<file path="config.mk">
export PLATFORM = sky130hd
export DESIGN_NAME = quarter_wave_table_generator_core
export DESIGN_NICKNAME = d
export VERILOG_FILES = /design/src/rtl/qwtg_pkg.sv /design/src/rtl/qwtg_cfg_regs.sv /design/src/rtl/qwtg_tick_calc.sv /design/src/rtl/quarter_wave_table_generator_core.sv
export SDC_FILE = /design/constraint.sdc
export NUM_CORES = 1
export LEC_CHECK = 0
export BUFFER_PORTS_ARGS = -buffer_cell sky130_fd_sc_hd__buf_4
export CORE_AREA = 2 2 145 147
export CTS_BUF_LIST = sky130_fd_sc_hd__clkbuf_16
export DETAILED_ROUTE_END_ITERATION = 7
export DIE_AREA = 0 0 147 149
export MAX_ROUTING_LAYER = met4
export PLACE_DENSITY = 0.86
export REMOVE_ABC_BUFFERS = 1
export SLEW_MARGIN = 5
export SYNTH_ARGS = -nofsm -noshare
export SYNTH_HDL_FRONTEND = slang
export SYNTH_SLANG_ARGS = --single-unit
</file>
<file path="constraint.sdc">
create_clock -name i_clk -period 8.4 [get_ports i_clk]
set_clock_uncertainty 0.2 [all_clocks]
set_input_delay 1.68 -clock i_clk [delete_from_list [all_inputs] [get_ports i_clk]]
set_output_delay 1.68 -clock i_clk [all_outputs]
set_load 0.1 [all_outputs]
</file>
<file path="src/rtl/qwtg_pkg.sv">
package qwtg_pkg;

    localparam int TABLE_DEPTH_DEF    = 32;
    localparam int SQUARE_OUTPUTS_DEF = 4;

    localparam int IDX_W    = 5;
    localparam int TICK_W   = 7;
    localparam int LEN_W    = 6;
    localparam int GAIN_W   = 4;
    localparam int LEVEL_W  = 8;
    localparam int AMP_W    = 4;
    localparam int SQ_MAX   = 4;
    localparam int CFG_IDX_W = 3;
    localparam int CFG_DATA_W = 64;

    // register indexes
    localparam logic [CFG_IDX_W-1:0] REG_WAVE_MODE    = 3'd0;
    localparam logic [CFG_IDX_W-1:0] REG_TABLE_LENGTH = 3'd1;
    localparam logic [CFG_IDX_W-1:0] REG_TABLE_LOW    = 3'd2;
    localparam logic [CFG_IDX_W-1:0] REG_TABLE_HIGH   = 3'd3;
    localparam logic [CFG_IDX_W-1:0] REG_GAIN         = 3'd4;
    localparam logic [CFG_IDX_W-1:0] REG_CENTER       = 3'd5;
    localparam logic [CFG_IDX_W-1:0] REG_SQ_PERIOD    = 3'd6;
    localparam logic [CFG_IDX_W-1:0] REG_SQ_THRESH    = 3'd7;

    // reset values
    localparam logic             RST_WAVE_MODE = 1'b0;
    localparam logic [LEN_W-1:0] RST_TABLE_LENGTH = 6'd6;
    localparam logic [63:0]      RST_TABLE_LOW = 64'h0000_0000_00A9_8630;
    localparam logic [63:0]      RST_TABLE_HIGH = 64'h0;
    localparam logic [GAIN_W-1:0] RST_GAIN = 4'd5;
    localparam logic [LEVEL_W-1:0] RST_CENTER = 8'd127;
    localparam logic [TICK_W-1:0] RST_SQ_PERIOD = 7'd10;
    localparam logic [27:0]      RST_SQ_THRESH = {7'd8, 7'd5, 7'd2, 7'd1};

    localparam logic MODE_SYMMETRIC = 1'b0;
    localparam logic MODE_CYCLIC    = 1'b1;

    typedef struct packed {
        logic                wave_mode;
        logic [LEN_W-1:0]    table_length;
        logic [127:0]        table_words;   // entry 0 in lowest nibble
        logic [GAIN_W-1:0]   gain;
        logic [LEVEL_W-1:0]  center_offset;
        logic [TICK_W-1:0]   square_period;
        logic [27:0]         square_thresholds;
    } t_cfg;

    typedef struct packed {
        logic [TICK_W-1:0] tick_count;
        logic [1:0]        walk_phase;
        logic [IDX_W-1:0]  symmetric_index;
        logic [IDX_W-1:0]  cyclic_index;
    } t_state;

    typedef struct packed {
        logic [1:0]         quadrant;
        logic [LEVEL_W-1:0] drive_level;
        logic [SQ_MAX-1:0]  square_bits;
    } t_result;

endpackage

</file>
<file path="src/rtl/qwtg_cfg_regs.sv">
module qwtg_cfg_regs (
    input  logic                              i_clk,
    input  logic                              i_rst_n,
    input  logic                              i_cfg_valid,
    output logic                              o_cfg_ready,
    input  logic [qwtg_pkg::CFG_IDX_W-1:0]    i_cfg_index,
    input  logic [qwtg_pkg::CFG_DATA_W-1:0]   i_cfg_data,
    output qwtg_pkg::t_cfg                    o_cfg
);

    qwtg_pkg::t_cfg r_cfg;
    qwtg_pkg::t_cfg n_cfg;

    assign o_cfg_ready = 1'b1;
    assign o_cfg       = r_cfg;

    always_comb begin
        n_cfg = r_cfg;
        if (i_cfg_valid) begin
            case (i_cfg_index)
                qwtg_pkg::REG_WAVE_MODE:    n_cfg.wave_mode = i_cfg_data[0];
                qwtg_pkg::REG_TABLE_LENGTH: n_cfg.table_length =
                                                i_cfg_data[qwtg_pkg::LEN_W-1:0];
                qwtg_pkg::REG_TABLE_LOW:    n_cfg.table_words[63:0] = i_cfg_data;
                qwtg_pkg::REG_TABLE_HIGH:   n_cfg.table_words[127:64] = i_cfg_data;
                qwtg_pkg::REG_GAIN:         n_cfg.gain =
                                                i_cfg_data[qwtg_pkg::GAIN_W-1:0];
                qwtg_pkg::REG_CENTER:       n_cfg.center_offset =
                                                i_cfg_data[qwtg_pkg::LEVEL_W-1:0];
                qwtg_pkg::REG_SQ_PERIOD:    n_cfg.square_period =
                                                i_cfg_data[qwtg_pkg::TICK_W-1:0];
                qwtg_pkg::REG_SQ_THRESH:    n_cfg.square_thresholds = i_cfg_data[27:0];
                default:                    n_cfg = r_cfg;
            endcase
        end
    end

    always_ff @(posedge i_clk) begin
        if (!i_rst_n) begin
            r_cfg.wave_mode         <= qwtg_pkg::RST_WAVE_MODE;
            r_cfg.table_length      <= qwtg_pkg::RST_TABLE_LENGTH;
            r_cfg.table_words       <= {qwtg_pkg::RST_TABLE_HIGH, qwtg_pkg::RST_TABLE_LOW};
            r_cfg.gain              <= qwtg_pkg::RST_GAIN;
            r_cfg.center_offset     <= qwtg_pkg::RST_CENTER;
            r_cfg.square_period     <= qwtg_pkg::RST_SQ_PERIOD;
            r_cfg.square_thresholds <= qwtg_pkg::RST_SQ_THRESH;
        end else begin
            r_cfg <= n_cfg;
        end
    end

endmodule

</file>
<file path="src/rtl/qwtg_tick_calc.sv">
module qwtg_tick_calc #(
    parameter int TABLE_DEPTH    = qwtg_pkg::TABLE_DEPTH_DEF,
    parameter int SQUARE_OUTPUTS = qwtg_pkg::SQUARE_OUTPUTS_DEF
) (
    input  qwtg_pkg::t_cfg    i_cfg,
    input  qwtg_pkg::t_state  i_state,
    input  logic              i_advance,
    output qwtg_pkg::t_state  o_state,
    output qwtg_pkg::t_result o_result
);

    localparam logic [qwtg_pkg::LEN_W-1:0] DEPTH_LEN = qwtg_pkg::LEN_W'(TABLE_DEPTH);

    logic [qwtg_pkg::LEN_W-1:0]   len_clip;
    logic [qwtg_pkg::LEN_W-1:0]   len_sym;
    logic [qwtg_pkg::LEN_W-1:0]   len_cyc;
    logic [qwtg_pkg::IDX_W-1:0]   rd_idx;
    logic [qwtg_pkg::AMP_W-1:0]   amp;
    logic [7:0]                   prod;
    logic signed [9:0]            sym_sum;
    logic [8:0]                   cyc_lvl;
    logic [qwtg_pkg::LEVEL_W-1:0] level;
    logic [qwtg_pkg::SQ_MAX-1:0]  bits;
    logic [qwtg_pkg::LEN_W-1:0]   cyc_next;
    logic [qwtg_pkg::TICK_W:0]    tick_next;

    always_comb begin
        len_clip = (i_cfg.table_length > DEPTH_LEN) ? DEPTH_LEN : i_cfg.table_length;
        len_sym  = (len_clip < 6'd2) ? 6'd2 : len_clip;
        len_cyc  = (len_clip == 6'd0) ? 6'd1 : len_clip;
    end

    // shared table read and gain multiply
    assign rd_idx = (i_cfg.wave_mode == qwtg_pkg::MODE_SYMMETRIC) ?
                    i_state.symmetric_index : i_state.cyclic_index;
    assign amp  = ({1'b0, rd_idx} >= DEPTH_LEN) ? '0 :
                  i_cfg.table_words[{rd_idx, 2'b00} +: qwtg_pkg::AMP_W];
    assign prod = 8'(i_cfg.gain) * 8'(amp);

    always_comb begin
        if (i_state.walk_phase[1])
            sym_sum = $signed({2'b00, i_cfg.center_offset}) - $signed({2'b00, prod});
        else
            sym_sum = $signed({2'b00, i_cfg.center_offset}) + $signed({2'b00, prod});
        cyc_lvl = {prod, 1'b0};

        if (i_cfg.wave_mode == qwtg_pkg::MODE_SYMMETRIC) begin
            if (sym_sum < 0)
                level = '0;
            else if (sym_sum > 10'sd255)
                level = 8'hFF;
            else
                level = sym_sum[7:0];
        end else begin
            level = cyc_lvl[8] ? 8'hFF : cyc_lvl[7:0];
        end
    end

    always_comb begin
        bits = '0;
        for (int k = 0; k < qwtg_pkg::SQ_MAX; k++) begin
            if (k < SQUARE_OUTPUTS &&
                i_state.tick_count < i_cfg.square_thresholds[7*k +: qwtg_pkg::TICK_W])
                bits[k] = 1'b1;
        end
    end

    assign o_result.square_bits = bits;
    assign o_result.drive_level = level;
    assign o_result.quadrant    = (i_cfg.wave_mode == qwtg_pkg::MODE_SYMMETRIC) ?
                                  i_state.walk_phase : 2'd0;

    assign cyc_next  = {1'b0, i_state.cyclic_index} + 6'd1;
    assign tick_next = {1'b0, i_state.tick_count} + 8'd1;

    always_comb begin
        o_state = i_state;
        if (i_advance) begin
            if (i_cfg.wave_mode == qwtg_pkg::MODE_SYMMETRIC) begin
                if (!i_state.walk_phase[0]) begin
                    // rising quarter: turn at the top entry
                    if ({1'b0, i_state.symmetric_index} >= len_sym - 6'd1) begin
                        o_state.walk_phase      = i_state.walk_phase + 2'd1;
                        o_state.symmetric_index = qwtg_pkg::IDX_W'(len_sym - 6'd2);
                    end else begin
                        o_state.symmetric_index = i_state.symmetric_index + 5'd1;
                    end
                end else begin
                    if (i_state.symmetric_index == '0) begin
                        o_state.walk_phase      = i_state.walk_phase + 2'd1;
                        o_state.symmetric_index = 5'd1;
                    end else begin
                        o_state.symmetric_index = i_state.symmetric_index - 5'd1;
                    end
                end
            end else begin
                o_state.cyclic_index = (cyc_next >= len_cyc) ? '0 : cyc_next[4:0];
            end

            o_state.tick_count = (tick_next >= {1'b0, i_cfg.square_period}) ?
                                 '0 : tick_next[qwtg_pkg::TICK_W-1:0];
        end
    end

endmodule

</file>
<file path="src/rtl/quarter_wave_table_generator_core.sv">
// Input transfer to m_axis: input register, tick logic, result register.
// Throughput: one tick per cycle while m_axis does not stall.
// While a result waits downstream, only an empty input register takes a tick.
// Reset (synchronous, i_rst_n low): pipeline empty, tick/walk state zero,
// configuration registers back to their default table and settings.
module quarter_wave_table_generator_core #(
    parameter int TABLE_DEPTH    = qwtg_pkg::TABLE_DEPTH_DEF,
    parameter int SQUARE_OUTPUTS = qwtg_pkg::SQUARE_OUTPUTS_DEF
) (
    input  logic                              i_clk,
    input  logic                              i_rst_n,
    input  logic                              s_axis_tvalid,
    output logic                              s_axis_tready,
    input  logic [7:0]                        s_axis_tdata,   // [0] advance
    output logic                              m_axis_tvalid,
    input  logic                              m_axis_tready,
    output logic [15:0]                       m_axis_tdata,   // [3:0] square_bits,
                                                              // [11:4] drive_level,
                                                              // [13:12] quadrant
    input  logic                              i_cfg_valid,
    output logic                              o_cfg_ready,
    input  logic [qwtg_pkg::CFG_IDX_W-1:0]    i_cfg_index,
    input  logic [qwtg_pkg::CFG_DATA_W-1:0]   i_cfg_data
);

    qwtg_pkg::t_cfg    cfg;
    qwtg_pkg::t_state  r_state;
    qwtg_pkg::t_state  n_state;
    qwtg_pkg::t_result calc_result;
    qwtg_pkg::t_result r_result;

    logic r_in_valid;
    logic r_in_advance;
    logic r_out_valid;
    logic out_free;
    logic fire;

    qwtg_cfg_regs u_cfg (
        .i_clk       (i_clk),
        .i_rst_n     (i_rst_n),
        .i_cfg_valid (i_cfg_valid),
        .o_cfg_ready (o_cfg_ready),
        .i_cfg_index (i_cfg_index),
        .i_cfg_data  (i_cfg_data),
        .o_cfg       (cfg)
    );

    qwtg_tick_calc #(
        .TABLE_DEPTH    (TABLE_DEPTH),
        .SQUARE_OUTPUTS (SQUARE_OUTPUTS)
    ) u_calc (
        .i_cfg     (cfg),
        .i_state   (r_state),
        .i_advance (r_in_advance),
        .o_state   (n_state),
        .o_result  (calc_result)
    );

    assign out_free      = !r_out_valid || m_axis_tready;
    assign fire          = r_in_valid && out_free;
    assign s_axis_tready = !r_in_valid || out_free;

    always_ff @(posedge i_clk) begin
        if (!i_rst_n) begin
            r_in_valid  <= 1'b0;
            r_out_valid <= 1'b0;
            r_state     <= '0;
        end else begin
            if (s_axis_tready)
                r_in_valid <= s_axis_tvalid;
            if (out_free)
                r_out_valid <= r_in_valid;
            if (fire)
                r_state <= n_state;
        end
    end

    always_ff @(posedge i_clk) begin
        if (s_axis_tready && s_axis_tvalid)
            r_in_advance <= s_axis_tdata[0];
        if (fire)
            r_result <= calc_result;
    end

    assign m_axis_tvalid = r_out_valid;
    assign m_axis_tdata  = {2'b00, r_result};

endmodule
</file>
# Word-level counts from Yosys, hierarchy flattened
# Index checks and enable logic that the tools add are counted.
[op_classes]
n_shift = 1
mul = 1
muxes = 20
n_eq_ne = 8
magnitude_cmp = 11
bitwise = 1
reduce_logical = 22
addsub = 9
[ops]
columns = ["operator", "n"]
rows = [
  ["variable part select 128 x 8 -> 4 bit", 1],
  ["two-way mux 8 bit", 4],
  ["< comparator 7 bit", 4],
  ["two-way mux 5 bit", 4],
  ["two-way mux 6 bit", 3],
  ["AND reduction 2 bit", 9],
  ["two-way mux 7 bit", 2],
  ["== test 3 bit (second input constant)", 4],
  ["greater-than comparator 10 x 9 -> 1 bit (second input constant)", 1],
  ["< comparator 10 x 1 -> 1 bit (second input constant)", 1],
  ["two-way mux 10 bit", 1],
  ["adder 8 x 8 -> 9 bit", 1],
  ["subtractor 8 x 8 -> 9 bit", 1],
  ["adder 7 x 1 -> 8 bit (second input constant)", 1],
  ["greater-or-equal comparator 8 x 7 -> 1 bit", 1],
  ["multiplier 4 x 4 -> 8 bit", 1],
  ["adder 5 x 1 -> 6 bit (second input constant)", 1],
  ["== test 3 x 2 -> 1 bit (second input constant)", 2],
  ["greater-or-equal comparator 5 x 6 -> 1 bit", 1],
  ["greater-or-equal comparator 6 bit", 1],
  ["greater-than comparator 6 bit (second input constant)", 1],
  ["zero test 6 bit", 1],
  ["< comparator 6 x 2 -> 1 bit (second input constant)", 1],
  ["AND reduction 3 bit", 2],
  ["other kinds (17)", 24],
]
[totals]
input_bits = 80
regBits = 218

# Logic depth before layout (Yosys ltp)
[logic_depth]
depth_word = 9
depth_mapped = 26

# Cells and area by module
# Synthesis repeated with hierarchy kept, for this count alone.
[unflattened]
cells_unflattened = 1352
hier_area_um2 = 12618.4
[modules_own_cells]
columns = ["mod", "area_each_um2", "seq_area_each_um2", "cells_each", "instances"]
rows = [
  ["qwtg_cfg_regs", 7076.8, 3643.5, 694, 1],
  ["qwtg_tick_calc", 4224.1, 0.0, 549, 1],
  ["quarter_wave_table_generator_core", 1317.5, 870.8, 109, 1],
]

# Worst setup path after synthesis
# No wires, ideal clock.
[synth_path]
path_type = "flip-flop to flip-flop"
startpoint = "register u_cfg.r_cfg (netlist bit u_cfg.o_cfg[181])"
endpoint = "register r_result (netlist bit m_axis_tdata[4]), data pin"
setup_slack_ns = 2.331
path_buffers = 2
path_stages_with_launch = 22
arrival_ns = 5.614
period_less_slack_ns = 6.069
required_ns = 7.945
cell_sequence = "dfxtp_1 -> mux2i_2 -> clkbuf_1 -> mux4_1 -> mux4_2 -> mux2i_4 -> nand2b_1 -> fa_1 -> fa_1 -> inv_1 -> ha_1 -> a21o_1 -> a21oi_1 -> xnor2_1 -> ha_1 -> clkbuf_1 -> a21oi_1 -> a21oi_1 -> a211oi_1 -> or2_2 -> a21oi_1 -> o21ba_2"
[synth_lines]
columns = ["element", "line_no", "source"]
rows = [
  ["start, declared", "qwtg_cfg_regs.sv:11", "qwtg_pkg::t_cfg r_cfg;"],
  ["start signal, assigned", "qwtg_cfg_regs.sv:48", "r_cfg <= n_cfg;"],
  ["end signal, assigned", "quarter_wave_table_generator_core.sv:82", "r_result <= calc_result;"],
  ["end, declared", "quarter_wave_table_generator_core.sv:30", "qwtg_pkg::t_result r_result;"],
]

==> flow_summary_export.csv <==
group,metric,value,unit
clock_network,h-tree-depth,1,
setup_path,start_kind,"register",
setup_path,criticalPathCategory,"reg2reg",
global_route,antenna_found_initial,0,
layout,n_antenna_cell,0,
global_route,grt_util_all_layers,26.3,%
synthesis,ys_dominant_reg_cell,"dfxtp_1",
layout,fin_nets,1581,
run_status,outcome,"finished clean",
drt,via_per_inst,5.79,
power_and_ir_drop,p_leak,5.48,nW
setup_path,required,8470,ps
setup_path,reg2regPathDepth,21,
power_and_ir_drop,power.density,202,nW/um2
job,drv_cap,0,
timing,fin_crit_sh,87.3,%
synthesis,syn_area_per_cell,8.80,um2
floorplanning,dieArea,21900,um2
timing,hold_viol_final,0,
drt,wirelength,28200,um
global_route,met1_usage,32.4,%
clock_network,hold_buffers,0,
setup_path,r2r_setup_slack,1060,ps
timing,min_period,7340,ps
global_route,grt_pass1_vias,9630,
floorplanning,core_area,20600,um2
clock_network,post-cts-setup-buffers,0,
synthesis,yosysWarningCount,0,
drt,firstDrtPassIters,5,
timing,maxSlewViolCount,0,
placed_design,dp_hpwl,18700,um
synthesis,yosysUniqueCellTypes,71,
layout,mostFrequentLayoutCells,"375 x nand2_1, 203 x dfxtp_1, 152 x a21boi_0",
drt,wire_per_inst,16.5,um
setup_path,rr_endpoint,"m_axis_tdata[4]$_DFFE_PP_",
clock_network,cts_tree,"built",
layout,area_growth,13.2,%
hold_path,hold_path_depth,2,
clock_network,numCtsBuffers,25,
global_route,grt-ovfl-total,0,
placed_design,gp_congestion,0.863,
synthesis,synth_edf_count,15,
timing,worst_slew_pin_slew,1180,ps
clock_network,clock_latency,520,ps
floorplanning,die_w,147,um
setup_path,path_max_fanout,28,
synthesis,ys_seq_elements,218,
layout,final_common_cell,"nand2_1",
hold_path,holdCritPathClass,"reg2reg",
floorplanning,start_util,58.8,%
drt,drt_iter0_drc,668,
floorplanning,fp-row-count,53,
synthesis,yosysSeqAreaShare,37.4,%
timing,setup_viol,0,
timing,holdWs,261,ps
timing,rsz0062_at_grt,"no",
clock_network,clock-sinks,218,
synthesis,syn_inst,1372,
synthesis,syn_area,12100,um2
synthesis,synthArstFlopShare,0,%
power_and_ir_drop,vdd_drop_max,186,uV
drt,drc_errors,0,
clock_network,cts-root-buf,"clkbuf_16",
global_route,grt-busiest-layer,"met2",
global_route,grtUsageMet2,44.9,%
floorplanning,fp.dieH,149,um
layout,layout-drive-gt1-share,12.0,%
clock_network,clockBufferDepth,3,
timing,slew_headroom,21.1,%
global_route,grt_pass1_wl,46300,um
setup_path,reg2reg_from,"u_cfg.o_cfg[181]$_SDFFE_PN0P_",
global_route,grtUsageMet3,3.70,%
hold_path,worst_hold_startpoint,"u_cfg.o_cfg[60]$_SDFFE_PN0P_",
floorplanning,pin_count,99,
setup_path,cp.arrival,7400,ps
placed_design,port_buffers,88,
global_route,grt_max_degree,107,
drt,vias,9907,
clock_network,cts_resized,0,
clock_network,clk_pin_slew_worst_paths,60,ps
timing,setup-tns-final,0,ps
setup_path,end_kind,"register",
hold_path,hold_path_end,"u_cfg.o_cfg[60]$_SDFFE_PN0P_",
timing,max_freq,136,MHz
drt,ant_nets,0,
## worst max path at each step
stage	from	cells past startpoint	slack [ps]	to
after CTS	u_cfg.o_cfg[181]$_SDFFE_PN0P_	21	1110	m_axis_tdata[4]$_DFFE_PP_
final	u_cfg.o_cfg[181]$_SDFFE_PN0P_	21	1060	m_axis_tdata[4]$_DFFE_PP_
after global routing	u_cfg.o_cfg[181]$_SDFFE_PN0P_	21	710	m_axis_tdata[4]$_DFFE_PP_
after floorplan	u_cfg.o_cfg[181]$_SDFFE_PN0P_	20	990	m_axis_tdata[4]$_DFFE_PP_
after global placement	u_cfg.o_cfg[181]$_SDFFE_PN0P_	21	1310	m_axis_tdata[4]$_DFFE_PP_
after detailed placement	u_cfg.o_cfg[181]$_SDFFE_PN0P_	21	1160	m_axis_tdata[4]$_DFFE_PP_
## Yosys cell counts (all sizes together), types with 5 or more instances
library cell / instances / share of area [%]
a21boi: 152 / 9.4
a21o: 16 / 0.99
a21oi: 31 / 1.4
and2: 9 / 0.47
buf: 12 / 0.80
clkbuf: 68 / 2.1
dfxtp: 203 / 34
edfxtp: 15 / 3.7
fa: 6 / 0.99
ha: 77 / 8.0
inv: 60 / 1.9
mux2i: 30 / 2.9
mux4: 34 / 7.1
nand2: 376 / 12
nand2b: 23 / 1.2
nand3: 32 / 1.3
nand4: 5 / 0.26
nor2: 36 / 1.2
nor2b: 36 / 1.9
nor3: 7 / 0.29
o211ai: 11 / 0.68
o21ai: 38 / 1.6
o21bai: 5 / 0.31
o2bb2ai: 5 / 0.36
xnor2: 21 / 1.5
xor2: 6 / 0.44
## worst max-delay path: stages, from the launching register on
cell and delay (ps):
dfxtp_1 740, mux2i_4 480, buf_4 470, mux4_1 390, mux4_2 530, mux2i_4 230, nand2b_1 160, fa_1 460
fa_1 610, inv_1 60, ha_1 300, a211oi_1 80, o21bai_1 160, a21oi_1 100, xnor2_1 620, ha_1 420
nand2_1 90, a21oi_1 40, a211oi_1 420, or2_2 230, a21oi_1 70, o21ba_2 190
## cells by family after synthesis
| group | share of synthesized area (%) |
|---|---|
| buffers and inverters | 4.83 |
| adders and majority gates | 8.97 |
| xor gates and xnor gates | 1.96 |
| muxes | 10.3 |
| other | 0.0622 |
| and+or+nand+nor | 19.4 |
| AOI/OAI and AO/OA | 17.1 |
| DFF | 37.4 |
## power by group
part | internal, W | switching (W)
sequential | 0.00109 | 0.0000228
clock | 0.000654 | 0.000441
combinational | 0.000228 | 0.000327
## metal layers
metal	up-vias	part of all wire, %	routed length [um]
met5	-	0	0
met4	0	2.8	776
met3	70	6.6	1860
met2	347	49	13800
met1	4696	42	11700
li1	4794	-	-
## final cells by class
| type | count | area [um2] |
|---|---|---|
| Tap cell | 275 | 344 |
| Multi-Input combinational cell | 1014 | 7020 |
| Sequential cell | 218 | 4510 |
| Fill cell | 1614 | 6890 |
| Clock buffer | 26 | 651 |
| Inverter | 61 | 231 |
| Timing Repair Buffer | 98 | 736 |
| Clock inverter | 19 | 176 |
## through the flow
stage | setup slack (ps) | power [W] | utilization [%] | area (um2) | cells
6_report | 1060 | 0.00276 | 66.5 | 13700 | 1711
5_1_grt | 712 | 0.00287 | 66.5 | 13700 | 1711
4_1_cts | 1110 | 0.00277 | 66.5 | 13700 | 1711
3_5_place_dp | 1160 | 0.00168 | 62.5 | 12800 | 1666
3_3_place_gp | 1310 | 0.00167 | 62.5 | 12800 | 1666
2_1_floorplan | 991 | 0.00153 | - | 11700 | 1293
## registers in the layout (all words and copies together), names as in the netlist
name,count
u_cfg.o_cfg,182
r_state,19
m_axis_tdata,14
m_axis_tvalid,1
r_in_advance,1
r_in_valid,1
(Power assumes the default switching activity.)
